$ cat config.mk
export PLATFORM = sky130hd
export DESIGN_NAME = phc_front
export DESIGN_NICKNAME = d
export VERILOG_FILES = /design/src/sv/phc_pkg.sv /design/src/sv/phc_front.sv
export SDC_FILE = /design/constraint.sdc
export NUM_CORES = 2
export LEC_CHECK = 0
export ABC_CLOCK_PERIOD_IN_PS = 16900
export BUFFER_PORTS_ARGS = -buffer_cell sky130_fd_sc_hd__clkbuf_2
export CORE_ASPECT_RATIO = 0.9
export CORE_UTILIZATION = 50
export DETAILED_ROUTE_END_ITERATION = 8
export GPL_TIMING_DRIVEN = 1
export PLACE_DENSITY = 0.75
export REMOVE_ABC_BUFFERS = 1
export SLEW_MARGIN = 25
export SYNTH_ARGS = -nofsm -noshare
export SYNTH_HDL_FRONTEND = slang
export SYNTH_SLANG_ARGS = --single-unit
$ cat constraint.sdc
create_clock -name i_clk -period 16.9 [get_ports i_clk]
set_clock_uncertainty 0.05 [all_clocks]
set_input_delay 2.535 -clock i_clk [delete_from_list [all_inputs] [get_ports i_clk]]
set_output_delay 2.535 -clock i_clk [all_outputs]
set_load 0.02 [all_outputs]
$ cat src/sv/phc_pkg.sv
`timescale 1ns / 1ps
// Shared types, widths and constants for the pursuit heading controller.
// No dependencies; every other file of the block imports this package.
package phc_pkg;

    // Field widths
    localparam int POS_W   = 16;                    // Q8.8 positions
    localparam int DIFF_W  = POS_W + 1;             // signed position difference
    localparam int GUARD_W = 8;                     // extra fraction bits in the rotator
    localparam int VEC_W   = 28;                    // rotator x/y width, covers CORDIC gain
    localparam int ANG_W   = 17;                    // angle accumulator, Q3.13 plus headroom
    localparam int HEAD_W  = 16;                    // heading, signed Q3.13
    localparam int ERR_W   = 16;                    // wrapped heading error
    localparam int GAIN_W  = 10;                    // turn gain, unsigned Q2.8
    localparam int GAIN_FRAC = 8;
    localparam int RATE_W  = 18;                    // turn rate output
    localparam int SPEED_W = 16;                    // forward speed, Q8.8
    localparam int SQ_W    = 2 * POS_W;             // one squared difference
    localparam int CFG_W   = 16;                    // config write data
    localparam int CFG_IDX_W = 2;

    // Angle constants in Q3.13
    localparam int PI_Q      = 25736;
    localparam int HALF_PI_Q = 12868;

    // Rotator depth
    localparam int CORDIC_STEPS_DEF = 14;
    localparam int ATAN_LEN         = 20;

    // Config register reset values
    localparam logic [SPEED_W-1:0] SPEED_RST  = SPEED_W'(512);   // 2.0
    localparam logic [GAIN_W-1:0]  GAIN_RST   = GAIN_W'(512);    // 2.0
    localparam logic [POS_W-1:0]   RADIUS_RST = POS_W'(256);     // 1.0

    // Config register indexes
    typedef enum logic [CFG_IDX_W-1:0] {
        CFG_FORWARD_SPEED  = 2'd0,
        CFG_TURN_GAIN      = 2'd1,
        CFG_CAPTURE_RADIUS = 2'd2
    } t_cfg_idx;

    // Rotator vector handed from cell to cell
    typedef struct packed {
        logic signed [VEC_W-1:0] x;
        logic signed [VEC_W-1:0] y;
        logic signed [ANG_W-1:0] z;
    } t_vec;

    // Values that ride along with the vector
    typedef struct packed {
        logic signed [HEAD_W-1:0] head;
        logic                     zero;
        logic [SQ_W-1:0]          sq_x;
        logic [SQ_W-1:0]          sq_y;
    } t_side;

    // Rounded atan(2^-step) in Q3.13; zero from step 14 on
    function automatic logic signed [ANG_W-1:0] atan_q(input int step);
        logic signed [ANG_W-1:0] v;
        begin
            unique case (step)
                0:       v = ANG_W'(6434);
                1:       v = ANG_W'(3798);
                2:       v = ANG_W'(2007);
                3:       v = ANG_W'(1019);
                4:       v = ANG_W'(511);
                5:       v = ANG_W'(256);
                6:       v = ANG_W'(128);
                7:       v = ANG_W'(64);
                8:       v = ANG_W'(32);
                9:       v = ANG_W'(16);
                10:      v = ANG_W'(8);
                11:      v = ANG_W'(4);
                12:      v = ANG_W'(2);
                13:      v = ANG_W'(1);
                default: v = '0;
            endcase
            return v;
        end
    endfunction

endpackage

$ cat src/sv/phc_front.sv
`timescale 1ns / 1ps
// Front end: position differences, then quadrant pre-rotation and squares.
// Depends on phc_pkg. Two pipeline registers, each with its own valid.
module phc_front
    import phc_pkg::*;
(
    input  logic              i_clk,
    input  logic              i_rst_n,
    input  logic              i_valid,
    output logic              o_stall,
    input  logic [POS_W-1:0]  i_target_x,
    input  logic [POS_W-1:0]  i_target_y,
    input  logic [POS_W-1:0]  i_own_x,
    input  logic [POS_W-1:0]  i_own_y,
    input  logic signed [HEAD_W-1:0] i_own_heading,
    output logic              o_valid,
    input  logic              i_stall,
    output t_vec              o_vec,
    output t_side             o_side
);

    localparam int EXT_W = VEC_W - DIFF_W - GUARD_W;

    logic                     r_v1;
    logic signed [DIFF_W-1:0] r_dx;
    logic signed [DIFF_W-1:0] r_dy;
    logic signed [HEAD_W-1:0] r_head;
    logic                     r_v2;
    t_vec                     r_vec;
    t_side                    r_side;
    t_vec                     n_vec;
    t_side                    n_side;
    logic                     stall2;
    logic                     stall1;
    logic signed [VEC_W-1:0]  gx;
    logic signed [VEC_W-1:0]  gy;
    logic signed [2*DIFF_W-1:0] sqx;
    logic signed [2*DIFF_W-1:0] sqy;

    // Hold a stage only when it is full and the next one holds
    assign stall2  = r_v2 && i_stall;
    assign stall1  = r_v1 && stall2;
    assign o_stall = stall1;

    // Stage 1: exact signed differences
    always_ff @(posedge i_clk) begin
        if (!i_rst_n) begin
            r_v1 <= 1'b0;
        end else if (!stall1) begin
            r_v1 <= i_valid;
        end
        if (!stall1 && i_valid) begin
            r_dx   <= DIFF_W'({1'b0, i_target_x}) - DIFF_W'({1'b0, i_own_x});
            r_dy   <= DIFF_W'({1'b0, i_target_y}) - DIFF_W'({1'b0, i_own_y});
            r_head <= i_own_heading;
        end
    end

    // Stage 2: guard bits, turn left half plane by a quarter, squares
    always_comb begin
        gx  = {{EXT_W{r_dx[DIFF_W-1]}}, r_dx, {GUARD_W{1'b0}}};
        gy  = {{EXT_W{r_dy[DIFF_W-1]}}, r_dy, {GUARD_W{1'b0}}};
        sqx = (2*DIFF_W)'(r_dx) * (2*DIFF_W)'(r_dx);
        sqy = (2*DIFF_W)'(r_dy) * (2*DIFF_W)'(r_dy);
        n_vec.x = gx;
        n_vec.y = gy;
        n_vec.z = '0;
        if (gx[VEC_W-1]) begin
            if (!gy[VEC_W-1]) begin
                n_vec.x = gy;
                n_vec.y = -gx;
                n_vec.z = ANG_W'(HALF_PI_Q);
            end else begin
                n_vec.x = -gy;
                n_vec.y = gx;
                n_vec.z = -ANG_W'(HALF_PI_Q);
            end
        end
        n_side.head = r_head;
        n_side.zero = (r_dx == '0) && (r_dy == '0);
        n_side.sq_x = sqx[SQ_W-1:0];
        n_side.sq_y = sqy[SQ_W-1:0];
    end

    always_ff @(posedge i_clk) begin
        if (!i_rst_n) begin
            r_v2 <= 1'b0;
        end else if (!stall2) begin
            r_v2 <= r_v1;
        end
        if (!stall2 && r_v1) begin
            r_vec  <= n_vec;
            r_side <= n_side;
        end
    end

    assign o_valid = r_v2;
    assign o_vec   = r_vec;
    assign o_side  = r_side;

endmodule

==> results.ini <==
[worst_setup_path]
required_ns = 17.06
critPathKind = reg2reg
cp.depth = 22
cp.arrival_ns = 7.60
end_kind = register
crit_family = adder cells
max_stage_delay_ns = 0.83
crit_top_cell = fa_1
ff2ff_path_depth = 22
crit_buf_inv = 4
cp_max_fo = 76
critPathLaunchType = register
cp_cell_sequence = buf_4 > clkinv_1 > nor2_1 > xnor2_1 > ha_1 > a31o_2 > fa_1 > fa_1 > fa_1 > fa_1 > inv_1 > fa_1 > inv_1 > ha_1 > nand2_1 > nor3_1 > nand4_1 > o21ai_1 > o21ai_1 > a21oi_1 > o21a_1 > o311ai_1
slowest_stage = clkinv_1

[clock_tree]
postCtsHoldBufs = 0
post_cts_buffers = 0
cts_tree = yes
cts.sinks = 174
cts_buffers = 17
clkLatencyLatePin_ns = 0.50
path_clk_slew_ns = 0.07
htree_levels = 4
cts-root-buf = clkbuf_16
clk_path_buf_depth = 2
cts_resized = 0

[detailed_routing]
drc_errors = 0
maxUsedRoutingLayer = met4
num_vias = 18360
firstDrtPassIters = 6
dr_wl_met2_mm = 30.41
ant_nets = 0
drt-met1-wl_mm = 24.49
wl_per_cell_um = 17.42
viasPerCell = 5.236
drtIter0Drc = 1043
met3_length_mm = 4.841
wl_mm = 61.10

[synthesis]
ys.flop_type = edfxtp_1
synth_edf_count = 172
yosys_warnings = 0
syn-cell-area_mm2 = 0.02672
netlist.area_leader.share_pct = 38.52
yosys.area.top_type = fa_1
synth_commonest_cells = inv_1, fa_1, ha_1
ys_ff_latch = 174
synth_area_leaders = fa_1, edfxtp_1, ha_1, inv_1, xnor2_1
synth.avg_cell_area_um2 = 10.16
synth_cell_types = 64
synthArstFlopShare_pct = 0
synthCells = 2630
seq_area_frac_synth_pct = 19.48
synth_most_common_cell = inv_1

[floorplan]
initial_core_util_pct = 51.19
core_region_area_mm2 = 0.05219
pin_count = 240
num_rows = 79
die_x_um = 245.7
floorplan.die_area_mm2 = 0.05436
die_h_um = 221.3

[sta]
hold_viol = 0
fmaxAchievable_mhz = 134.4
timing.final.max_slew_violations = 0
setup-violations-final = 0
worst_pin_slew_ns = 0.9775
rsz0062_at_grt = no
period_needed_ns = 7.439
min_period_over_period_pct = 44.02
slew_headroom_pct = 34.84
totalNegativeSetupSlack_ns = 0

[layout]
antenna_cells = 0
drive_above_1_share_pct = 11.07
area_growth_pct = 8.575
final_nets = 3612

[global_route]
grt_pass1_vias = 20390
grt_pass1_wl_mm = 101.9
antenna_found_initial = 0
grt_overflow = 0
grt_usage_pct = 24.01
grt_max_degree = 77

[placed_design]
portBuffers = 219
globalplace.congestion = 0.8842
post-dp-hpwl_mm = 49.41

[hold_path]
min_path_cells = 0
hold_path_class = reg2reg

[job]
cap_violations = 0

[run_status]
outcome = complete, no violations

==> metal layers <==
layer	global-route usage [%]	up-vias
li1	-	8308
met2	40.62	670
met1	30.46	9277
met3	5.640	109
met5	0	-
met4	7.253	0
==> worst paths after layout <==
path                            startpoint         end  slack [ns]
worst max-delay path              r_dx[16]  o_side[62]        9.46
worst min register to register   r_head[9]  o_side[74]        0.37
worst max register to register    r_dx[16]  o_side[62]        9.46
worst min-delay path             r_head[9]  o_side[74]        0.37
==> area by class of cell <==
type                    instances  area [um2]
flip-flops and latches        174        5205
fillers                      4502       23180
well taps                     688       860.8
clock buffers                  18       429.2
multi-input cells            1687       18510
inverters                     679        2549
repair buffers                247        1306
clock inverters                14       148.9
==> cell usage in the layout (no fill, tap or decap), drive strengths merged, types with 11 or more instances in the layout <==
master  instances
a21o           31
a21oi          84
and2           99
buf            28
clkbuf        237
clkinv         16
conb           23
edfxtp        172
fa            514
ha            208
inv           675
nand2         188
nand2b         18
nand3          16
nor2          140
nor2b          15
nor3           27
o21a           12
o21ai          42
o31ai          11
or3            12
xnor2         104
xor2           32
==> worst register-to-register path, delay by kind of cell (launching register included) <==
family / cells / cell delay (ns)
flops: 1 / 0.32
compound gates: 6 / 1.38
buf+inv: 4 / 1.58
xor+xnor: 1 / 0.11
fa+ha+maj: 7 / 2.89
simple gates: 4 / 0.85
==> sequential cells by signal (all words and copies together) (netlist names) <==
signal / cells
o_valid: 1
o_vec: 43
r_head: 16
r_dy: 17
r_dx: 17
r_v1: 1
o_side: 79
==> stage by stage <==
step	setup WS, ns	hold slack (ns)	area [um2]	std cells	util [%]
after global placement	9.817	0.3514	28430	3475	54.47
after CTS	9.538	0.3734	29010	3507	55.58
final	9.461	0.3740	29010	3507	55.58
after global routing	8.985	0.3778	29010	3507	55.58
after floorplan	4.704	0.3503	26240	2540	-
after detailed placement	9.538	0.3545	28430	3475	54.47
==> logic make-up (layout without fill, tap and decap cells) <==
kind of cell	count (synthesis)	after routing	synth area share, %
other	1	23	0.01404
buffers and inverters	791	958	11.62
AOI/OAI and AO/OA	243	243	5.957
xor gates and xnor gates	136	136	4.459
and+or+nand+nor	553	553	9.798
adders and majority gates	722	722	48.26
muxes	10	10	0.4122
DFF	174	174	19.48
Power is left out: the tool's default activity adds up to more than one toggle a clock period on the data nets, which glitch-free logic cannot reach.
