<file path="src/sv/phc_pkg.sv">
`timescale 1ns / 1ps
// Shared types, widths and constants for the pursuit heading controller.
// No dependencies; every other file of the block imports this package.
package phc_pkg;

    // Field widths
    localparam int POS_W   = 16;                    // Q8.8 positions
    localparam int DIFF_W  = POS_W + 1;             // signed position difference
    localparam int GUARD_W = 8;                     // extra fraction bits in the rotator
    localparam int VEC_W   = 28;                    // rotator x/y width, covers CORDIC gain
    localparam int ANG_W   = 17;                    // angle accumulator, Q3.13 plus headroom
    localparam int HEAD_W  = 16;                    // heading, signed Q3.13
    localparam int ERR_W   = 16;                    // wrapped heading error
    localparam int GAIN_W  = 10;                    // turn gain, unsigned Q2.8
    localparam int GAIN_FRAC = 8;
    localparam int RATE_W  = 18;                    // turn rate output
    localparam int SPEED_W = 16;                    // forward speed, Q8.8
    localparam int SQ_W    = 2 * POS_W;             // one squared difference
    localparam int CFG_W   = 16;                    // config write data
    localparam int CFG_IDX_W = 2;

    // Angle constants in Q3.13
    localparam int PI_Q      = 25736;
    localparam int HALF_PI_Q = 12868;

    // Rotator depth
    localparam int CORDIC_STEPS_DEF = 14;
    localparam int ATAN_LEN         = 20;

    // Config register reset values
    localparam logic [SPEED_W-1:0] SPEED_RST  = SPEED_W'(512);   // 2.0
    localparam logic [GAIN_W-1:0]  GAIN_RST   = GAIN_W'(512);    // 2.0
    localparam logic [POS_W-1:0]   RADIUS_RST = POS_W'(256);     // 1.0

    // Config register indexes
    typedef enum logic [CFG_IDX_W-1:0] {
        CFG_FORWARD_SPEED  = 2'd0,
        CFG_TURN_GAIN      = 2'd1,
        CFG_CAPTURE_RADIUS = 2'd2
    } t_cfg_idx;

    // Rotator vector handed from cell to cell
    typedef struct packed {
        logic signed [VEC_W-1:0] x;
        logic signed [VEC_W-1:0] y;
        logic signed [ANG_W-1:0] z;
    } t_vec;

    // Values that ride along with the vector
    typedef struct packed {
        logic signed [HEAD_W-1:0] head;
        logic                     zero;
        logic [SQ_W-1:0]          sq_x;
        logic [SQ_W-1:0]          sq_y;
    } t_side;

    // Rounded atan(2^-step) in Q3.13; zero from step 14 on
    function automatic logic signed [ANG_W-1:0] atan_q(input int step);
        logic signed [ANG_W-1:0] v;
        begin
            unique case (step)
                0:       v = ANG_W'(6434);
                1:       v = ANG_W'(3798);
                2:       v = ANG_W'(2007);
                3:       v = ANG_W'(1019);
                4:       v = ANG_W'(511);
                5:       v = ANG_W'(256);
                6:       v = ANG_W'(128);
                7:       v = ANG_W'(64);
                8:       v = ANG_W'(32);
                9:       v = ANG_W'(16);
                10:      v = ANG_W'(8);
                11:      v = ANG_W'(4);
                12:      v = ANG_W'(2);
                13:      v = ANG_W'(1);
                default: v = '0;
            endcase
            return v;
        end
    endfunction

endpackage

</file>
<file path="src/sv/phc_cell.sv">
`timescale 1ns / 1ps
// One vectoring CORDIC iteration with its own pipeline register.
// Depends on phc_pkg for the vector types and the arctangent constants.
module phc_cell
    import phc_pkg::*;
#(
    parameter int STEP = 0
)
(
    input  logic  i_clk,
    input  logic  i_rst_n,
    input  logic  i_valid,
    output logic  o_stall,
    input  t_vec  i_vec,
    input  t_side i_side,
    output logic  o_valid,
    input  logic  i_stall,
    output t_vec  o_vec,
    output t_side o_side
);

    localparam logic signed [ANG_W-1:0] ATAN = atan_q(STEP);

    logic                    r_valid;
    t_vec                    r_vec;
    t_side                   r_side;
    t_vec                    n_vec;
    logic signed [VEC_W-1:0] x_in;
    logic signed [VEC_W-1:0] y_in;
    logic signed [VEC_W-1:0] x_sh;
    logic signed [VEC_W-1:0] y_sh;
    logic                    y_pos;

    assign o_stall = r_valid && i_stall;

    // Rotate toward the x axis; arithmetic shift rounds toward minus infinity
    always_comb begin
        x_in  = i_vec.x;
        y_in  = i_vec.y;
        x_sh  = x_in >>> STEP;
        y_sh  = y_in >>> STEP;
        y_pos = !y_in[VEC_W-1] && (y_in != '0);
        if (y_pos) begin
            n_vec.x = x_in + y_sh;
            n_vec.y = y_in - x_sh;
            n_vec.z = i_vec.z + ATAN;
        end else begin
            n_vec.x = x_in - y_sh;
            n_vec.y = y_in + x_sh;
            n_vec.z = i_vec.z - ATAN;
        end
    end

    // Advance whenever this cell is empty or its neighbor takes the request
    always_ff @(posedge i_clk) begin
        if (!i_rst_n) begin
            r_valid <= 1'b0;
        end else if (!o_stall) begin
            r_valid <= i_valid;
        end
        if (!o_stall && i_valid) begin
            r_vec  <= n_vec;
            r_side <= i_side;
        end
    end

    assign o_valid = r_valid;
    assign o_vec   = r_vec;
    assign o_side  = r_side;

endmodule

</file>
<file path="config.mk">
export PLATFORM = sky130hd
export DESIGN_NAME = phc_cell
export DESIGN_NICKNAME = d
export VERILOG_FILES = /design/src/sv/phc_pkg.sv /design/src/sv/phc_cell.sv
export SDC_FILE = /design/constraint.sdc
export NUM_CORES = 1
export LEC_CHECK = 0
export BUFFER_PORTS_ARGS = -buffer_cell sky130_fd_sc_hd__buf_4
export CAP_MARGIN = 20
export CORE_MARGIN = 2
export CORE_UTILIZATION = 45
export CTS_BUF_LIST = sky130_fd_sc_hd__clkbuf_2
export CTS_CLUSTER_DIAMETER = 150
export DETAILED_ROUTE_END_ITERATION = 10
export PLACE_DENSITY = 0.75
export SLEW_MARGIN = 25
export SYNTH_ARGS = -nofsm -noshare
export SYNTH_HDL_FRONTEND = slang
export SYNTH_SLANG_ARGS = --single-unit
</file>
<file path="constraint.sdc">
create_clock -name i_clk -period 8.94 [get_ports i_clk]
set_input_delay 1.341 -clock i_clk [delete_from_list [all_inputs] [get_ports i_clk]]
set_output_delay 1.341 -clock i_clk [all_outputs]
set_load 0.03 [all_outputs]
</file>
==> results.sh, run 1 <==
export IMPL_outcome="complete, no violations"
export IMPL_grt_pass1_wl_um=47310
export IMPL_start_util=0.4584
export IMPL_grt_antenna_before_repair=1
export IMPL_routed_wl_um=31310
export IMPL_core_area_mm2=0.02189
export IMPL_drt_initial_drc_count=832
export IMPL_dpl_cell_count=1526
export IMPL_fp_dieArea_mm2=0.02351
export IMPL_critPathCaptureType="flip-flop"
export IMPL_grt_pass1_vias=8023
export IMPL_hold_slack_ns=0.7480
export IMPL_synth_edf_count=153
export IMPL_area_growth_pct=28.00
export IMPL_grt_max_degree=77
export IMPL_ir_drop_mv=0.07622
export IMPL_p_leak_nw=5.673
export IMPL_crit_path_start="i_vec[43]"
export IMPL_max_cap_violations=0
export IMPL_cts_setup_buffers=0
export IMPL_syn_inst=968
export IMPL_regToRegSetupSlack_ns=6.61
export IMPL_clock_tree_root_cell="clkbuf_2"
export IMPL_syn_area_mm2=0.01004
export IMPL_hp_start="o_valid$_SDFFE_PN0N_"
export IMPL_ys_top_cells_by_count="edfxtp_1 (153), inv_1 (99), a21oi_1 (96)"
export IMPL_wire_per_inst_um=20.08
export IMPL_maxSlewViolCount=0
export IMPL_cts_buffers=17
export IMPL_r2r_start="o_valid$_SDFFE_PN0N_"
export IMPL_gp_congestion=0.9704
export IMPL_ctsResizeCount=0
export IMPL_path_clk_slew_ns=0.23
export IMPL_cp_required_ns=9.38
export IMPL_hold_viol=0
export IMPL_io_buffers=313
export IMPL_total_power_mw=2.011
export IMPL_setup_viol=0
export IMPL_holdBufCountCts=0
export IMPL_finalNonFillerCells=1559
export IMPL_ys_async_sr_fraction=0
export IMPL_post_route_period_util=0.5709
export IMPL_synth_main_ff_cell="edfxtp_1"
export IMPL_grt_usage=0.2585
export IMPL_synth_seq_area_share=0.4598
export IMPL_final_setup_tns_ns=0
export IMPL_drive_gt1_frac=0.2911
export IMPL_fp_dieH_um=153.3
export IMPL_syn_nets=1225
export IMPL_finClkSkew_ns=0.03226
export IMPL_clkSinkCount=154
export IMPL_cp_start_kind="input pin"
export IMPL_power_density_mw_per_mm2=156.6
export IMPL_vias_per_cell=5.545
export IMPL_synth_top_area_frac=0.4578
export IMPL_drc_errors=0
export IMPL_nNetsFinal=1522
export IMPL_worst_pin_slew_ns=0.9839
export IMPL_synth_area_top_cells="edfxtp_1 (46%), ha_1 (12%), xnor2_1 (5.1%)"
export IMPL_cts_tree="yes"
export IMPL_dp_final_hpwl_um=25050
export IMPL_worstPathArrival_ns=5.54
export IMPL_finalCriticalPeriod_ns=5.104
export IMPL_fmax_mhz=195.9
export IMPL_ys_warn_count=0
export IMPL_slew_headroom=0.3441
export IMPL_hold_class="reg -> reg"
export IMPL_cp_max_fo=58
export IMPL_ant_nets=0
export IMPL_yosysMostFrequentCell="edfxtp_1"
export IMPL_io_pins=314
export IMPL_clk_path_buf_depth=2
export IMPL_dieWidth_um=153.3
export IMPL_netlist_cell_type_count=70
export IMPL_synth_seq_cells=154
export IMPL_yosys_area_top_type="edfxtp_1"
export IMPL_firstDrtPassIters=6
export IMPL_htree_levels=4
export IMPL_overflow=0
export IMPL_syn_area_per_cell_um2=10.37
export IMPL_rows=54
export IMPL_rsz0062_at_grt="no"
export IMPL_vias=8644
export IMPL_worstSkewPairLatency_ns=0.70
export IMPL_path_class="in -> reg"
state kept, by name, summed over array words and instances (netlist names):
signal   count
o_side      81
o_vec       72
o_valid      1
metal layers:
layer  GRT usage  part of all wire
met1      0.3423              0.42
met2      0.4473              0.49
met3     0.04253             0.074
met4     0.05767             0.014
met5           0                 0
cell usage in the layout, fill, tap and decap left out, types with 22 or more instances in the layout:
cell and n:
a21o_1 22, a21oi_1 96, buf_4 318, edfxtp_1 153, ha_1 95, inv_1 99, nand2_1 38, nor2_1 68
nor3_1 23, o21ai_0 58, xnor2_1 59
final cells by class:
cell class | instances | area, µm²
fillers | 1917 | 9045
multi-input cells | 673 | 4886
flip-flops and latches | 154 | 4614
repair buffers | 318 | 2387
inverters | 101 | 379.1
well taps | 280 | 350.3
clock inverters | 14 | 136.4
clock buffers | 18 | 90.09
diodes | 1 | 2.502
power by group:
part           switching, mW  internal, mW
registers             0.0214         0.887
logic                  0.451         0.277
clock network          0.267         0.108
total                  0.739          1.27
final timing paths:
check	end	cells past startpoint
min	o_valid$_SDFFE_PN0N_	2
max	o_vec[16]$_DFFE_PP_	15
max reg2reg	o_side[5]$_DFFE_PP_	3
min reg2reg	o_valid$_SDFFE_PN0N_	2
cells by family after synthesis:
group,after synthesis,synth area share
fa+ha+maj,99,0.1264
simple gates,205,0.1007
buf+inv,141,0.05486
xor+xnor,66,0.05760
flops,154,0.4598
compound gates,289,0.1866
mux,14,0.01396
critical path: stages:
cell and delay (ns):
buf_4 0.15, nor4_1 0.51, nand4_1 0.23, nand4b_1 0.34
nor2b_4 0.19, buf_4 0.31, inv_1 0.30, buf_4 0.51
ha_1 0.40, o21ai_0 0.27, nor2_1 0.10, a211o_1 0.33
a31o_2 0.24, a21oi_1 0.17, xnor2_1 0.09
through the flow:
step / utilization / setup slack [ns] / area (µm²)
floorplan: - / 2.848 / 10040
global placement: 0.5764 / 3.170 / 12620
detailed placement: 0.5764 / 3.106 / 12620
CTS: 0.5867 / 3.885 / 12840
global route: 0.5868 / 3.616 / 12850
finish: 0.5868 / 3.836 / 12850
Power figures use the tool's default switching activity.
==> run 2: changes to the inputs <==
- clock period: 8.94 -> 4.6 ns (I/O delays scaled with it)
==> results.sh, run 2 (synthesized netlist as in run 1, its figures left out) <==
export IMPL_fillers=1938
export IMPL_hold_viol=0
export IMPL_worstPathArrival_ns=3.87
export IMPL_fp_dieH_um=153.3
export IMPL_total_power_mw=4.056
export IMPL_cts_buffers=17
export IMPL_p_leak_nw=5.790
export IMPL_hold_slack_ns=0.1400
export IMPL_htree_levels=4
export IMPL_cts_tree="yes"
export IMPL_seq_area_mm2=0.004614
export IMPL_slowest_stage="nor4_1"
export IMPL_clk_path_buf_depth=2
export IMPL_slew_headroom=0.3972
export IMPL_clock_tree_root_cell="clkbuf_2"
export IMPL_fp_dieArea_mm2=0.02351
export IMPL_ff2ff_path_depth=3
export IMPL_outcome="complete, no violations"
export IMPL_crit_family="compound AO/OA/AOI/OAI gates"
export IMPL_gp_congestion=0.9374
export IMPL_clkSinkCount=154
export IMPL_regToRegSetupSlack_ns=2.79
export IMPL_cp_required_ns=5.03
export IMPL_cp_start_kind="input pin"
export IMPL_ctsResizeCount=0
export IMPL_ant_nets=0
export IMPL_grt_pass1_vias=8000
export IMPL_hold_depth=1
export IMPL_start_util=0.4584
export IMPL_power_density_mw_per_mm2=311.0
export IMPL_vias_per_cell=5.458
export IMPL_dieWidth_um=153.3
export IMPL_finalNonFillerCells=1575
export IMPL_setup_viol=0
export IMPL_final_setup_tns_ns=0
export IMPL_core_area_mm2=0.02189
export IMPL_grt_pass1_wl_um=46810
export IMPL_dp_final_hpwl_um=25170
export IMPL_nNetsFinal=1538
export IMPL_worstSkewPairLatency_ns=0.70
export IMPL_dpl_cell_count=1542
export IMPL_largest_reg_flops=81
export IMPL_rows=54
export IMPL_grt_antenna_before_repair=1
export IMPL_rsz0062_at_grt="no"
export IMPL_hold_class="in -> reg"
export IMPL_crit_chain="buf_4 > nor4_1 > nand4b_1 > nor2b_4 > inv_1 > ha_1 > a21o_1 > a21oi_1 > nor2b_1 > o21a_1 > o22a_1 > a211o_1 > a31o_2 > a21oi_1 > xnor2_1"
export IMPL_path_class="in -> reg"
export IMPL_firstDrtPassIters=5
export IMPL_maxSlewViolCount=0
export IMPL_routed_wl_um=31150
export IMPL_drive_gt1_frac=0.2998
export IMPL_worst_pin_slew_ns=0.9042
export IMPL_grt_usage=0.2559
export IMPL_ir_drop_mv=0.1477
export IMPL_holdBufCountCts=0
export IMPL_crit_path_max_incr_delay_ns=0.56
export IMPL_worst_path_stages=15
export IMPL_multi_input_area_mm2=0.004886
export IMPL_cp_max_fo=4
export IMPL_finClkSkew_ns=0.05021
export IMPL_area_growth_pct=29.95
export IMPL_vias=8596
export IMPL_fmax_mhz=291.1
export IMPL_post_route_period_util=0.7468
export IMPL_overflow=0
export IMPL_io_buffers=313
export IMPL_wire_per_inst_um=19.78
export IMPL_layout_commonest_cell="buf_4"
export IMPL_io_pins=314
export IMPL_critPathCaptureType="flip-flop"
export IMPL_grt_max_degree=154
export IMPL_cts_setup_buffers=0
export IMPL_drt_initial_drc_count=809
export IMPL_crit_top_cell="a21oi_1"
export IMPL_max_cap_violations=0
export IMPL_drc_errors=0
export IMPL_finalCriticalPeriod_ns=3.435
export IMPL_path_clk_slew_ns=0.25
export IMPL_path_buf_inv=2
export IMPL_layout_common_cells="buf_4 (333), edfxtp_1 (153), inv_1 (99), a21oi_1 (96), ha_1 (95)"
run 2: cell count changes in the layout (fill, tap and decap cells not counted), moves of 2 or more:
cell	before	now
inv_6	4	2
clkinv_4	1	5
buf_4	318	333
clkinv_2	2	0
bufinv_16	1	4
clkbuf_2	18	20
clkinvlp_4	4	1
inv_8	2	0
run 2: power by group:
group | leakage, nW | total, mW | internal, mW | switching, mW
Combinational | 4.13 | 1.43 | 0.555 | 0.878
Sequential | 1.49 | 1.76 | 1.72 | 0.0370
Clock | 0.169 | 0.862 | 0.372 | 0.490
run 2: final timing paths:
kind,start,end
setup / recovery,i_vec[38],o_vec[15]$_DFFE_PP_
hold / removal,i_side[66],o_side[66]$_DFFE_PP_
setup reg to reg,o_valid$_SDFFE_PN0N_,o_side[76]$_DFFE_PP_
hold reg to reg,o_valid$_SDFFE_PN0N_,o_valid$_SDFFE_PN0N_
run 2: metrics by stage:
stage	util	setup slack [ns]	instance area, µm²
floorplan	-	0.1918	10040
global placement	0.5824	0.4611	12750
detailed placement	0.5824	0.4195	12750
CTS	0.5956	1.208	13040
global route	0.5957	0.9613	13040
finish	0.5957	1.165	13040
run 2: per-layer routing:
layer	GRT usage	wire [µm]
met1	0.3434	13320
met2	0.4356	15360
met3	0.03686	1939
met4	0.06903	537
met5	0	0
run 2: cell type report:
cell class                      count  share of cell area
Antenna cell                        1           0.0001919
Clock buffer                       20            0.007675
Clock inverter                     12             0.01449
Inverter                          101             0.02907
Multi-Input combinational cell    673              0.3747
Sequential cell                   154              0.3538
Tap cell                          280             0.02686
Timing Repair Buffer              334              0.1932
