==> config.mk <==
export PLATFORM = sky130hd
export DESIGN_NAME = phc_tail
export DESIGN_NICKNAME = d
export VERILOG_FILES = /design/src/sv/phc_pkg.sv /design/src/sv/phc_tail.sv
export SDC_FILE = /design/constraint.sdc
export NUM_CORES = 1
export LEC_CHECK = 0
export BUFFER_PORTS_ARGS = -buffer_cell sky130_fd_sc_hd__buf_2
export CAP_MARGIN = 25
export CORE_ASPECT_RATIO = 0.6
export CORE_UTILIZATION = 55
export CTS_CLUSTER_DIAMETER = 80
export CTS_CLUSTER_SIZE = 24
export DETAILED_ROUTE_END_ITERATION = 10
export GPL_ROUTABILITY_DRIVEN = 0
export HOLD_SLACK_MARGIN = 0.12
export PLACE_DENSITY = 0.88
export SYNTH_ARGS = -nofsm -noshare
export SYNTH_HDL_FRONTEND = slang
export SYNTH_SLANG_ARGS = --single-unit
==> constraint.sdc <==
create_clock -name i_clk -period 5.8 [get_ports i_clk]
set_input_delay 0.29 -clock i_clk [delete_from_list [all_inputs] [get_ports i_clk]]
set_output_delay 0.29 -clock i_clk [all_outputs]
set_load 0.02 [all_outputs]
==> src/sv/phc_pkg.sv <==
`timescale 1ns / 1ps
// Shared types, widths and constants for the pursuit heading controller.
// No dependencies; every other file of the block imports this package.
package phc_pkg;

    // Field widths
    localparam int POS_W   = 16;                    // Q8.8 positions
    localparam int DIFF_W  = POS_W + 1;             // signed position difference
    localparam int GUARD_W = 8;                     // extra fraction bits in the rotator
    localparam int VEC_W   = 28;                    // rotator x/y width, covers CORDIC gain
    localparam int ANG_W   = 17;                    // angle accumulator, Q3.13 plus headroom
    localparam int HEAD_W  = 16;                    // heading, signed Q3.13
    localparam int ERR_W   = 16;                    // wrapped heading error
    localparam int GAIN_W  = 10;                    // turn gain, unsigned Q2.8
    localparam int GAIN_FRAC = 8;
    localparam int RATE_W  = 18;                    // turn rate output
    localparam int SPEED_W = 16;                    // forward speed, Q8.8
    localparam int SQ_W    = 2 * POS_W;             // one squared difference
    localparam int CFG_W   = 16;                    // config write data
    localparam int CFG_IDX_W = 2;

    // Angle constants in Q3.13
    localparam int PI_Q      = 25736;
    localparam int HALF_PI_Q = 12868;

    // Rotator depth
    localparam int CORDIC_STEPS_DEF = 14;
    localparam int ATAN_LEN         = 20;

    // Config register reset values
    localparam logic [SPEED_W-1:0] SPEED_RST  = SPEED_W'(512);   // 2.0
    localparam logic [GAIN_W-1:0]  GAIN_RST   = GAIN_W'(512);    // 2.0
    localparam logic [POS_W-1:0]   RADIUS_RST = POS_W'(256);     // 1.0

    // Config register indexes
    typedef enum logic [CFG_IDX_W-1:0] {
        CFG_FORWARD_SPEED  = 2'd0,
        CFG_TURN_GAIN      = 2'd1,
        CFG_CAPTURE_RADIUS = 2'd2
    } t_cfg_idx;

    // Rotator vector handed from cell to cell
    typedef struct packed {
        logic signed [VEC_W-1:0] x;
        logic signed [VEC_W-1:0] y;
        logic signed [ANG_W-1:0] z;
    } t_vec;

    // Values that ride along with the vector
    typedef struct packed {
        logic signed [HEAD_W-1:0] head;
        logic                     zero;
        logic [SQ_W-1:0]          sq_x;
        logic [SQ_W-1:0]          sq_y;
    } t_side;

    // Rounded atan(2^-step) in Q3.13; zero from step 14 on
    function automatic logic signed [ANG_W-1:0] atan_q(input int step);
        logic signed [ANG_W-1:0] v;
        begin
            unique case (step)
                0:       v = ANG_W'(6434);
                1:       v = ANG_W'(3798);
                2:       v = ANG_W'(2007);
                3:       v = ANG_W'(1019);
                4:       v = ANG_W'(511);
                5:       v = ANG_W'(256);
                6:       v = ANG_W'(128);
                7:       v = ANG_W'(64);
                8:       v = ANG_W'(32);
                9:       v = ANG_W'(16);
                10:      v = ANG_W'(8);
                11:      v = ANG_W'(4);
                12:      v = ANG_W'(2);
                13:      v = ANG_W'(1);
                default: v = '0;
            endcase
            return v;
        end
    endfunction

endpackage

==> src/sv/phc_tail.sv <==
`timescale 1ns / 1ps
// Back end: heading error wrap and capture test, then gain multiply into
// the output register. Depends on phc_pkg.
module phc_tail
    import phc_pkg::*;
(
    input  logic                 i_clk,
    input  logic                 i_rst_n,
    input  logic                 i_valid,
    output logic                 o_stall,
    input  t_vec                 i_vec,
    input  t_side                i_side,
    input  logic [SPEED_W-1:0]   i_forward_speed,
    input  logic [GAIN_W-1:0]    i_turn_gain,
    input  logic [POS_W-1:0]     i_capture_radius,
    output logic                 o_valid,
    input  logic                 i_stall,
    output logic signed [RATE_W-1:0] o_turn_rate,
    output logic [SPEED_W-1:0]   o_speed_out,
    output logic                 o_caught
);

    localparam int WRAP_W = ERR_W + 2;
    localparam int PROD_W = ERR_W + GAIN_W + 1;
    localparam logic signed [WRAP_W-1:0] PI_W     = WRAP_W'(PI_Q);
    localparam logic signed [WRAP_W-1:0] TWO_PI_W = WRAP_W'(2 * PI_Q);

    logic [SQ_W-1:0]           r_r2;
    logic                      r_a_valid;
    logic signed [ERR_W-1:0]   r_err;
    logic                      r_a_caught;
    logic                      r_b_valid;
    logic signed [RATE_W-1:0]  r_rate;
    logic [SPEED_W-1:0]        r_speed;
    logic                      r_caught;
    logic                      b_stall;
    logic                      a_stall;
    logic signed [WRAP_W-1:0]  bearing;
    logic signed [WRAP_W-1:0]  err_raw;
    logic signed [WRAP_W-1:0]  err_wrap;
    logic [SQ_W:0]             d2;
    logic                      n_caught;
    logic signed [PROD_W-1:0]  prod;

    assign b_stall = r_b_valid && i_stall;
    assign a_stall = r_a_valid && b_stall;
    assign o_stall = a_stall;

    // Squared capture radius follows the config register
    always_ff @(posedge i_clk) begin
        r_r2 <= SQ_W'(i_capture_radius) * SQ_W'(i_capture_radius);
    end

    // Stage A: bearing minus heading, one wrap either way; distance test
    always_comb begin
        bearing  = i_side.zero ? '0 : WRAP_W'(i_vec.z);
        err_raw  = bearing - WRAP_W'(i_side.head);
        err_wrap = err_raw;
        if (err_raw > PI_W) begin
            err_wrap = err_raw - TWO_PI_W;
        end else if (err_raw < -PI_W) begin
            err_wrap = err_raw + TWO_PI_W;
        end
        d2       = {1'b0, i_side.sq_x} + {1'b0, i_side.sq_y};
        n_caught = d2 < {1'b0, r_r2};
    end

    always_ff @(posedge i_clk) begin
        if (!i_rst_n) begin
            r_a_valid <= 1'b0;
        end else if (!a_stall) begin
            r_a_valid <= i_valid;
        end
        if (!a_stall && i_valid) begin
            r_err      <= err_wrap[ERR_W-1:0];
            r_a_caught <= n_caught;
        end
    end

    // Stage B: error times gain, floor by the gain's fraction bits
    assign prod = PROD_W'(r_err) * $signed({{(PROD_W-GAIN_W){1'b0}}, i_turn_gain});

    always_ff @(posedge i_clk) begin
        if (!i_rst_n) begin
            r_b_valid <= 1'b0;
        end else if (!b_stall) begin
            r_b_valid <= r_a_valid;
        end
        if (!b_stall && r_a_valid) begin
            r_rate   <= prod[RATE_W+GAIN_FRAC-1:GAIN_FRAC];
            r_speed  <= i_forward_speed;
            r_caught <= r_a_caught;
        end
    end

    assign o_valid     = r_b_valid;
    assign o_turn_rate = r_rate;
    assign o_speed_out = r_speed;
    assign o_caught    = r_caught;

    // Wrapped error always lies within plus or minus pi
    a_err_range: assert property (@(posedge i_clk) disable iff (!i_rst_n)
        r_a_valid |-> (r_err <= ERR_W'(PI_Q)) && (r_err >= -ERR_W'(PI_Q)))
        else $error("heading error outside wrap range");

    // Stage A keeps its request while the output register is held
    a_hold_a: assert property (@(posedge i_clk) disable iff (!i_rst_n)
        (r_a_valid && $past(r_a_valid && r_b_valid && i_stall)) |-> $stable(r_err))
        else $error("stage A overwritten while output held");

    // Reset empties the output register
    a_reset_out: assert property (@(posedge i_clk)
        !i_rst_n |=> !r_b_valid)
        else $error("output valid after reset");

endmodule

==> flow_metrics.py, run 1 <==
metrics = {
    "outcome": {
        "status": "finished, violations left",
        "violations": "setup timing",
    },
    "synth": {
        "synth_fp_nets": 2887,
        "async_flop_share_pct": 0,
        "syn_area_um2": 19320,
        "synth_top_area_share_pct": 31.81,
        "yosys_warnings": 0,
        "ys_top_cells_by_area": "fa_1 (32%), ha_1 (16%), inv_1 (10%), edfxtp_1 (8.1%), and2_1 (4.1%)",
        "yosysUniqueCellTypes": 86,
        "synth_seq_cells": 85,
        "synth_edf_count": 52,
        "synth_top_area_cell": "fa_1",
        "synthFlopType": "edfxtp_1",
        "ys_seq_area_share_pct": 11.50,
        "synthCells": 2140,
        "avgSynthCellArea_um2": 9.029,
    },
    "sta": {
        "layout_setup_ws_ps": -40.95,
        "slew_headroom_pct": 36.59,
        "whs_ps": 140.7,
        "drv_slew": 0,
        "hold_viol": 0,
        "fmax_mhz": 171.2,
        "setup_tns_ps": -40.95,
        "skew_ps": 13.99,
        "period_share_pct": 100.7,
        "worst_pin_slew_ps": 946.8,
        "rsz0062_at_grt": "yes",
        "fin_crit_ps": 5841,
        "setup_violations": 1,
    },
    "drt": {
        "first_pass_iters": 6,
        "ant_nets": 0,
        "vias": 16430,
        "via_per_inst": 5.598,
        "wire_per_inst_um": 18.47,
        "first_iter_violations": 1482,
        "drcViolationCount": 0,
        "drt_wl_total_um": 54200,
    },
    "worst_setup_path": {
        "worst_setup_path_start_kind": "flip-flop",
        "path_max_fanout": 4,
        "reg2reg_depth": 20,
        "crit_required_ps": 5910,
        "worstSetupEndpointType": "flip-flop",
        "path_class": "reg2reg",
        "cp.arrival_ps": 5950,
    },
    "cells_and_area": {
        "design_area_um2": 22740,
        "utilization_pct": 66.56,
        "final_nets": 3216,
        "area_delta_synth_final_pct": 17.68,
        "drive_above_1_share_pct": 19.20,
        "n_fill_cell": 2480,
    },
    "clock_tree": {
        "htreeDepth": 3,
        "root_buffer": "clkbuf_16",
        "cts_tree": "done",
        "cts_buffer_depth": 2,
        "cts_buffers": 9,
        "clock_latency_ps": 370,
        "clk_pin_slew_worst_paths_ps": 70,
        "clock-sinks": 85,
    },
    "grt": {
        "grt_antenna_before_repair": 3,
        "grt_start_max_net_pins": 36,
        "grt_pass1_vias": 17370,
        "grt_overflow": 0,
        "grt_first_pass_wirelength_um": 85930,
        "grtUsageTotal_pct": 30.48,
    },
    "floorplan": {
        "chipWidth_um": 244.0,
        "design.core.area_um2": 34160,
        "fp.dieH_um": 147.2,
        "io_pins": 237,
        "dieArea_um2": 35910,
        "start_util_pct": 56.56,
        "fp-row-count": 52,
    },
    "placement": {
        "io_buffer_count": 180,
        "placement.cell_area_um2": 21770,
        "dp_hpwl_um": 44060,
    },
    "worst_hold_path": {
        "holdPathStages": 2,
        "min_path_type": "in2reg",
    },
    "run": {
        "drv_cap": 0,
    },
}
==> Yosys cell counts, types with 22 or more instances <==
library cell  instances
a21o_1               39
o21ai_0              36
xor2_1               25
and2_1              126
nor2_1               73
xnor2_1              81
fa_1                307
nor2b_1              30
dfxtp_1              33
nand2b_1             22
ha_1                240
edfxtp_1             52
inv_1               516
nand2_1             191
a21oi_1              83
nand3_1              23
clkbuf_1             47
==> cell usage in the layout, fill, tap and decap left out, types with 52 or more instances in the layout <==
master	synthesis	routed
a21oi_1	83	70
xnor2_1	81	81
fa_1	307	303
and2_1	126	120
buf_4	0	161
nor2_1	73	71
ha_1	240	232
buf_2	2	179
nand2_1	191	190
edfxtp_1	52	52
inv_1	516	505
==> stage by stage <==
stage / setup WS [ps] / instances
after floorplan: 7.947 / 2140
after detailed placement: -671.2 / 2881
after global placement: -367.4 / 2881
final: -40.95 / 2935
after global routing: -116.2 / 2935
after CTS: 1.749 / 2921
==> path summary, 6_finish.rpt <==
path / startpoint / endpoint / slack (ps)
min: i_valid / r_a_valid / 140
max: r_err[5] / o_turn_rate[17] / -40
min reg2reg: r_a_caught / o_caught / 430
max reg2reg: r_err[5] / o_turn_rate[17] / -40
==> registers in the layout (all words and copies together), names as in the netlist <==
name,cells
o_turn_rate,18
o_speed_out,16
r_a_caught,1
o_caught,1
r_r2,31
r_a_valid,1
o_valid,1
r_err,16
==> repair_timing <==
item                       4_1_cts  5_1_grt
hold buffers                    17        0
pin swaps                       16       27
setup buffers                    7       12
gates resized for setup         32       47
hold endpoints to repair        17        0
setup endpoints to repair       10       14
==> metal layers <==
| metal | vias to the layer above | GRT usage [%] | routed length (um) |
|---|---|---|---|
| met3 | 209 | 9.207 | 5797 |
| met4 | 0 | 12.16 | 2474 |
| met1 | 7974 | 39.59 | 21810 |
| met2 | 882 | 47.73 | 24130 |
| li1 | 7366 | - | - |
| met5 | - | 0 | 0 |
==> logic make-up (layout without fill, tap and decap cells) <==
kind of cell	after synthesis	count (layout)	share of synthesized area (%)
DFF	85	85	11.50
adders and majority gates	547	547	47.35
muxes	5	5	0.2720
xor gates and xnor gates	111	111	5.284
other	0	2	0
buffers and inverters	568	902	11.13
AOI/OAI and AO/OA	282	282	10.30
and+or+nand+nor	542	542	14.16
==> area by class of cell <==
type	instances	area, um^2	share of cell area [%]
well taps	459	574.3	2.526
clock buffers	10	229.0	1.007
repair buffers	369	2421	10.65
clock inverters	6	86.33	0.3797
inverters	517	1941	8.535
multi-input cells	1487	15260	67.11
diodes	2	5.005	0.02201
flip-flops and latches	85	2222	9.773
==> worst max-delay path, cell delays in order (launching register included) <==
cell      delay (ps)
edfxtp_1         510
buf_4            180
nand2_1           80
fa_1             520
fa_1             570
inv_1             60
fa_1             470
fa_1             520
inv_1             60
fa_1             520
inv_1             60
ha_1             310
buf_4            150
a211oi_1         220
buf_4            180
a31oi_2          120
nor2_2           220
o31ai_4          100
or4_4            470
a31oi_4          160
xnor2_1           80
Power of run 1 is not shown: default switching activity piles up to over one toggle a cycle in this logic, so the estimate is an artifact.
==> run 2, diff against run 1 <==
- PLACE_DENSITY: 0.88 -> 0.85
- clock period: 5.8 -> 5.4 ns (I/O delays scaled with it)
==> run 2 against run 1 <==
  * The flow still finishes with violations (setup timing)
  * Worst setup slack got worse by 330 ps
  * Non-clock buffer count is 52 higher
  * Final area up 3.4%
  * Die area stayed put
  * Sequential share of layout area decreased by 0.32 points
  * First-iteration DRC count decreased by 14%
==> flow_metrics.py, run 2 (synthesized netlist as in run 1, its figures left out) <==
metrics = {
    "drt": {
        "vias": 16320,
        "wire_per_inst_um": 18.06,
        "via_per_inst": 5.459,
        "first_iter_violations": 1279,
        "ant_nets": 0,
        "first_pass_iters": 6,
        "drt_wl_total_um": 53980,
        "drcViolationCount": 0,
    },
    "cells_and_area": {
        "final_nets": 3268,
        "layout_common_cells": "inv_1 (490), fa_1 (299), ha_1 (220)",
        "mostFrequentLayoutCell": "inv_1",
        "regMostFlops": "r_r2",
        "largest_reg_flops": 31,
        "drive_above_1_share_pct": 23.24,
        "area_delta_synth_final_pct": 21.71,
    },
    "worst_setup_path": {
        "path_class": "reg2reg",
        "crit_family": "adder cells",
        "worst_setup_path_start_kind": "flip-flop",
        "reg2reg_to": "o_turn_rate[17]",
        "cp.arrival_ps": 5870,
        "path_max_fanout": 2,
        "crit_chain": "and2_4 > fa_1 > inv_2 > fa_1 > inv_2 > fa_1 > fa_1 > inv_2 > fa_1 > inv_2 > ha_4 > o21a_1 > o21ai_2 > a21boi_4 > o2111ai_2 > a31oi_2 > nor2_2 > o31ai_4 > or4_4 > a31oi_4 > xnor2_1",
        "worst-r2r-setup-slack_ps": -370,
        "crit_required_ps": 5500,
        "cp_slowest_cell": "fa_1",
        "reg2reg_depth": 21,
        "worstSetupEndpointType": "flip-flop",
        "cp_common_cell": "fa_1",
        "path_buf_inv": 4,
        "r2r_start": "r_err[7]",
        "critical-path-max-stage-delay_ps": 570,
    },
    "sta": {
        "skew_ps": 9.916,
        "worst_pin_slew_ps": 699.2,
        "slew_headroom_pct": 53.39,
        "period_share_pct": 106.9,
        "drv_slew": 0,
        "layout_setup_ws_ps": -370.6,
        "rsz0062_at_grt": "yes",
        "fmax_mhz": 173.3,
        "hold_viol": 0,
        "setup_violations": 11,
        "fin_crit_ps": 5771,
    },
    "clock_tree": {
        "cts_tree": "done",
        "clock_latency_ps": 370,
        "clock-sinks": 85,
        "root_buffer": "clkbuf_16",
        "cts_buffer_depth": 2,
        "cts_buffers": 9,
        "clk_pin_slew_worst_paths_ps": 70,
        "htreeDepth": 3,
    },
    "placement": {
        "io_buffer_count": 180,
        "place_ws_ps": -719.8,
        "dp_hpwl_um": 43740,
    },
    "grt": {
        "grt_antenna_before_repair": 3,
        "grt_start_max_net_pins": 36,
        "grt_first_pass_wirelength_um": 86950,
        "grt_pass1_vias": 17610,
        "grt_overflow": 0,
        "grtUsageTotal_pct": 30.86,
    },
    "floorplan": {
        "fp.dieH_um": 147.2,
        "io_pins": 237,
        "start_util_pct": 56.56,
        "fp-row-count": 52,
        "design.core.area_um2": 34160,
        "chipWidth_um": 244.0,
        "dieArea_um2": 35910,
    },
    "outcome": {
        "violations": "setup timing",
        "status": "finished, violations left",
    },
    "worst_hold_path": {
        "holdPathStages": 2,
        "min_path_type": "in2reg",
        "min-delay-start": "i_rst_n",
        "whs_endpoint": "o_valid",
    },
    "run": {
        "drv_cap": 0,
    },
}
## run 2: cell count changes in the layout (fill, tap and decap cells not counted), sizes merged
| cell | change |
|---|---|
| clkbuf | +2 |
| diode | +2 |
| bufinv | -2 |
| clkinv | +2 |
| clkinvlp | -1 |
| buf | +50 |
| dlygate4sd3 | +1 |
## run 2: worst max-delay path by stage
stage	start	slack (ps)	depth (start not counted)	endpoint
final	r_err[7]	-370	21	o_turn_rate[17]
after global routing	r_err[7]	-490	21	o_turn_rate[17]
after CTS	r_err[7]	-160	21	o_turn_rate[17]
after detailed placement	i_capture_radius[6]	-720	22	r_r2[30]
after global placement	i_turn_gain[2]	-450	23	o_turn_rate[11]
after floorplan	i_capture_radius[13]	-30	21	r_r2[31]
## run 2: metrics by stage
stage	utilization (%)	std cells	cell area, um^2	TNS [ps]	hold slack [ps]
after floorplan	-	2140	19590	-29.21	297.7
after global placement	65.20	2922	22270	-4532	407.2
after detailed placement	65.20	2922	22270	-7823	429.9
after CTS	67.58	2972	23080	-434.7	154.0
after global routing	68.83	2987	23510	-3731	180.7
final	68.84	2989	23520	-1913	186.7
## run 2: metal layers
layer	routed length (um)	vias to the layer above	global-route usage [%]
met4	2274	2	12.78
met3	5141	163	7.198
met1	22420	7916	41.09
met2	24130	773	48.58
li1	-	7463	-
met5	8	-	0
## run 2: repair_timing
action | in CTS | in global routing
hold buffers | 18 | 0
endpoints found under the setup margin | 15 | 23
resized for setup | 54 | 100
pin swaps | 29 | 65
endpoints found under the hold margin | 17 | 0
gates cloned | 0 | 0
setup buffers | 17 | 14
## run 2: area by class of cell
| cell class | count | area (um^2) |
|---|---|---|
| Multi-Input combinational cell | 1487 | 15540 |
| Fill cell | 2502 | 10640 |
| Timing Repair Buffer | 421 | 2960 |
| Sequential cell | 85 | 2222 |
| Inverter | 517 | 1943 |
| Tap cell | 459 | 574.3 |
| Clock buffer | 11 | 242.7 |
| Clock inverter | 5 | 26.28 |
| Antenna cell | 4 | 10.01 |
Power of run 2 is left out for the same reason.
